**src/rtl/abr_pkg.sv**
```systemverilog
`timescale 1ns / 1ps
// ----------------------------------------------------------------------------
// abr_pkg
// Shared types, codes and defaults for the audio block ring with frame readout.
// ----------------------------------------------------------------------------
package abr_pkg;

	localparam int BLOCKS_DEF      = 3;
	localparam int BLOCK_PAIRS_DEF = 288;
	localparam int FRAME_PAIRS_DEF = 48;

	localparam int POSITION_W   = 9;
	localparam int SAMPLE_W     = 16;
	localparam int CHANNEL_W    = 8;
	localparam int MUTE_VALUE_W = 8;
	localparam int WORD_W       = 2 * SAMPLE_W;
	localparam int COUNT_W      = 32;

	localparam int MUTE_CHANNELS = 3;
	localparam int MUTE_MASTER   = 0;

	typedef enum logic [2:0] {
		OP_WRITE     = 3'd0,
		OP_COMMIT    = 3'd1,
		OP_FRAME     = 3'd2,
		OP_RESYNC    = 3'd3,
		OP_SET_MUTE  = 3'd4,
		OP_READ_MUTE = 3'd5
	} op_e;

	typedef enum logic [1:0] {
		ST_CLEAR,
		ST_IDLE,
		ST_PREP,
		ST_RUN
	} state_t;

	typedef struct packed {
		logic [2:0]                  opcode;
		logic [POSITION_W-1:0]       position;
		logic signed [SAMPLE_W-1:0]  left_in;
		logic signed [SAMPLE_W-1:0]  right_in;
		logic [CHANNEL_W-1:0]        channel;
		logic [MUTE_VALUE_W-1:0]     mute_value;
	} cmd_t;

	typedef struct packed {
		logic signed [SAMPLE_W-1:0] left_out;
		logic signed [SAMPLE_W-1:0] right_out;
		logic                       last_of_run;
		logic                       mute_status;
	} res_t;

	// one result slot issued by the sequencer, filled from the registered store read
	typedef struct packed {
		logic valid;
		logic use_mem;
		logic last;
		logic mute_status;
	} res_meta_t;

	typedef struct packed {
		logic load;
		logic inc;
	} agen_ctl_t;

endpackage

```
**src/rtl/abr_agen.sv**
```systemverilog
`timescale 1ns / 1ps
// ----------------------------------------------------------------------------
// abr_agen
// Shared address unit: one register and incrementer used for the clearing
// sweep and for frame readout, with bound compares.
// ----------------------------------------------------------------------------
module abr_agen #(
	parameter int LIMIT = abr_pkg::BLOCKS_DEF * abr_pkg::BLOCK_PAIRS_DEF,
	parameter int AGW   = $clog2(LIMIT + abr_pkg::FRAME_PAIRS_DEF)
) (
	input  logic               clk,
	input  logic               arst_n,
	input  abr_pkg::agen_ctl_t ctl,
	input  logic [AGW-1:0]     load_val,
	output logic [AGW-1:0]     addr,
	output logic               in_range,
	output logic               at_end
);

	logic [AGW-1:0] addr_q;

	always_ff @(posedge clk or negedge arst_n) begin
		if (!arst_n) begin
			addr_q <= '0;
		end else if (ctl.load) begin
			addr_q <= load_val;
		end else if (ctl.inc) begin
			addr_q <= addr_q + AGW'(1);
		end
	end

	assign addr     = addr_q;
	assign in_range = addr_q < AGW'(LIMIT);
	assign at_end   = addr_q == AGW'(LIMIT - 1);

endmodule

```
**config.mk**
```make
export PLATFORM = sky130hd
export DESIGN_NAME = abr_agen
export DESIGN_NICKNAME = d
export VERILOG_FILES = /design/src/rtl/abr_pkg.sv /design/src/rtl/abr_agen.sv
export SDC_FILE = /design/constraint.sdc
export NUM_CORES = 1
export LEC_CHECK = 0
export BUFFER_PORTS_ARGS = -buffer_cell sky130_fd_sc_hd__buf_2
export CAP_MARGIN = 20
export CORE_MARGIN = 4
export CORE_UTILIZATION = 40
export CTS_CLUSTER_DIAMETER = 120
export DETAILED_ROUTE_END_ITERATION = 6
export PLACE_DENSITY = 0.8
export RECOVER_POWER = 25
export SYNTH_ARGS = -nofsm -noshare
export SYNTH_HDL_FRONTEND = slang
export SYNTH_SLANG_ARGS = --single-unit
```
**constraint.sdc**
```tcl
create_clock -name clk -period 1.4 [get_ports clk]
set_input_delay 0 -clock clk [delete_from_list [all_inputs] [get_ports clk]]
set_output_delay 0 -clock clk [all_outputs]
set_load 0.02 [all_outputs]
```
==> metrics.md <==
| Metric | Value |
|---|---|
| Max incr delay on CP | roughly 0.46 ns |
| Vias in the first global route | 625 |
| CP max FO | 7 |
| Vias | 672 |
| Vias per cell | between 5 and 6 |
| CP endpoint kind | flip-flop |
| Std-Cell Rows | 13 |
| Number of flip-flops in the largest register | 10 |
| CP Launch Point | addr[4] |
| Drt first pass iters | 4 |
| Final setup margin | approximately 0.070 ns |
| H-tree levels | 1 |
| GPL Wtd Cong | 0.791 |
| Die area | roughly 2100 um^2 |
| Sequential share of the synthesized area | 42.7% |
| Net count, final | roughly 120 |
| Multi-input gate area | about 330 um^2 |
| Peak VDD IR | 0.527 mV |
| First-pass GRT wire length | between 2000 and 3000 um |
| TritonCTS Buffers | 3 |
| F_max | around 0.75 GHz |
| Post-CTS Setup Bufs | 0 |
| Horiz. Die Dim | roughly 46 um |
| Initial antenna violation count | 0 |
| Fin area | around 900 um^2 |
| CORE AREA | approximately 1300 um^2 |
| Max-Cap Viols | 0 |
| Hold Slack | between 0.01 and 0.015 ns |
| Synthesis warning total | 0 |
| Syn Area/Cell | about 9.0 um^2 |
| Unrepaired setup endpoints after global routing | yes |
| Synth-to-Final Area Change | 57.3% |
| Power Density | approximately 960 nW/um^2 |
| Initial DRC Count | 15 |
| Startpoint class of the critical path | flip-flop |
| Synthesis-stage register bit count | 10 |
| Final period util | around 95% |
| Final WL | between 1500 and 2000 um |
| GRT Total Usage | between 10% and 20% |
| Skew final | 0.00220 ns |
| Die H | between 40 and 50 um |
| Clock Tree Buf Depth | 2 |
| Register clock-pin slew on the reported worst setup and hold paths | 0.07 ns |
| # fillers | roughly 100 |
| Leak | 0.403 nW |
| Critical path's slowest cell | or4_1 |
| Ant. Diodes | 0 |
| Max Slew Vio Count | 0 |
| Routed len/inst | between 10 and 15 um |
| Post-DP HPWL | about 1100 um |
| Distinct cells, synth | 23 |
| Dpl ws | 0.0400 ns |
| Post-route ant nets | 0 |
| Final setup viols | 0 |
| CTS tree | done |
| Measured slew at the worst slew-check pin | 0.567 ns |
| Worst hold path type | input pin to flip-flop |
| Cells after synthesis | 65 |
| DRC | 0 |
| Status | complete, no violations |
| Layout cells sized above 1 | roughly two fifths |
| Critical Path, Cell by Cell | nand3_2 > buf_4 > or4_1 > nand3_1 |
| Synthesized Nets | 80 |
| Clk sinks | 10 |
| Final hold vios | 0 |
| Clock Latency Late Sink | approximately 0.26 ns |
| Post-synthesis cell area | 586 um^2 |
| Rel. slew slack | 62.2% |
| WS Path Type | flip-flop to flip-flop |
| Layout Utilization | around 69% |
| Io pins | 26 |
| Port Buf Inserts | 25 |
| CP arrival | approximately 1.5 ns |
| Grt total ovfl | 0 |
| Crit path max-delay family | simple AND/OR/NAND/NOR gates |
| Starting Density | a little over two fifths |
| DP Area | a little under 800 um^2 |
| FF-to-FF Start | addr[4] |
| Largest net degree at the start of global routing | 16 |
| Register area | between 200 and 300 um^2 |
| Hold path start | load_val[8] |
| Min Tclk post-route | approximately 1.3 ns |
| WP data required | 1.60 ns |
| WP buf/inv | 1 |
| Pwr Total | around 0.89 mW |
| Root buffer selected by CTS | clkbuf_4 |
synth_stat cells:
master / instances / area (um^2)
nor2_1: 3 / 11.3
nand4_1: 3 / 18.8
buf_2: 1 / 5.00
o21ai_0: 5 / 25.0
ha_1: 1 / 12.5
nand2b_1: 1 / 6.26
xor2_1: 2 / 17.5
xnor2_1: 2 / 17.5
dfrtp_1: 10 / 250
or4_1: 5 / 37.5
and2_1: 1 / 6.26
buf_6: 1 / 11.3
nand4b_1: 1 / 8.76
a31oi_1: 3 / 18.8
o31ai_1: 3 / 22.5
mux2i_1: 1 / 10.0
o211ai_1: 2 / 15.0
nand3_1: 6 / 30.0
clkbuf_1: 1 / 3.75
inv_1: 2 / 7.51
nand3_2: 1 / 10.0
nor4_1: 1 / 6.26
nand2_1: 9 / 33.8
repair_timing:
item / 4_1_cts / 5_1_grt
resized for setup: 0 / 3
hold endpoints to repair: 19 / 0
endpoints found under the setup margin: 0 / 3
hold buffers: 10 / 0
through the flow:
step,cells,TNS (ns)
final,123,0
after CTS,123,0
after global routing,123,-0.0286
after global placement,109,0
after floorplan,65,-0.0379
after detailed placement,109,0
cell families after synthesis:
family	Yosys count	share of synthesized area [%]
muxes	1	1.71
adders and majority gates	1	2.14
DFF	10	42.7
xor gates and xnor gates	4	5.98
and+or+nand+nor	31	28.8
buffers and inverters	5	4.70
AOI/OAI and AO/OA	13	13.9
per-layer routing:
layer	wire length (um)	share of wire (%)	vias to the layer above	track usage [%]
li1	-	-	331	-
met1	678	41	304	21.7
met5	0	0	-	0
met2	826	51	35	30.2
met3	118	7.2	2	2.73
met4	12	0.73	0	5.11
area by class of cell:
class,instances,area share (%)
clock buffer,4,3.94
timing repair buffer,42,30.0
inverter,2,0.815
sequential,10,27.7
tap,15,2.04
multi-input combinational,50,35.5
report_power, final:
part | switching (mW) | internal, mW
clock | 0.103 | 0.158
combinational | 0.141 | 0.124
sequential | 0.0396 | 0.322
layout by cell type (no fill, tap or decap):
| master | instances |
|---|---|
| a31oi_1 | 3 |
| and2_1 | 1 |
| buf_2 | 24 |
| buf_4 | 7 |
| clkbuf_1 | 1 |
| clkbuf_4 | 3 |
| clkbuf_8 | 1 |
| dfrtp_1 | 6 |
| dfrtp_2 | 4 |
| dlygate4sd3_1 | 10 |
| ha_4 | 1 |
| inv_1 | 2 |
| mux2i_1 | 1 |
| nand2_1 | 9 |
| nand2b_1 | 1 |
| nand3_1 | 6 |
| nand3_2 | 1 |
| nand4_1 | 3 |
| nand4b_1 | 1 |
| nor2_1 | 3 |
| nor4_2 | 1 |
| o211ai_1 | 2 |
| o21ai_0 | 5 |
| o31ai_1 | 3 |
| or4_1 | 5 |
| xnor2_1 | 2 |
| xor2_1 | 2 |
tightest hold or removal path: stages:
cell and delay, ns:
buf_2 0.10, nor2_1 0.09, a31oi_1 0.05
worst paths after layout:
kind                            cells past startpoint  slack, ns      end
worst max-delay path                                4       0.07  addr[6]
worst min-delay path                                3       0.01  addr[8]
min in group asynchronous                           2       0.23  addr[9]
worst min register to register                      2       0.62  addr[9]
max in group asynchronous                           2       0.76  addr[3]
worst max register to register                      4       0.07  addr[6]
No activity file was read; power rests on OpenSTA's default activity.
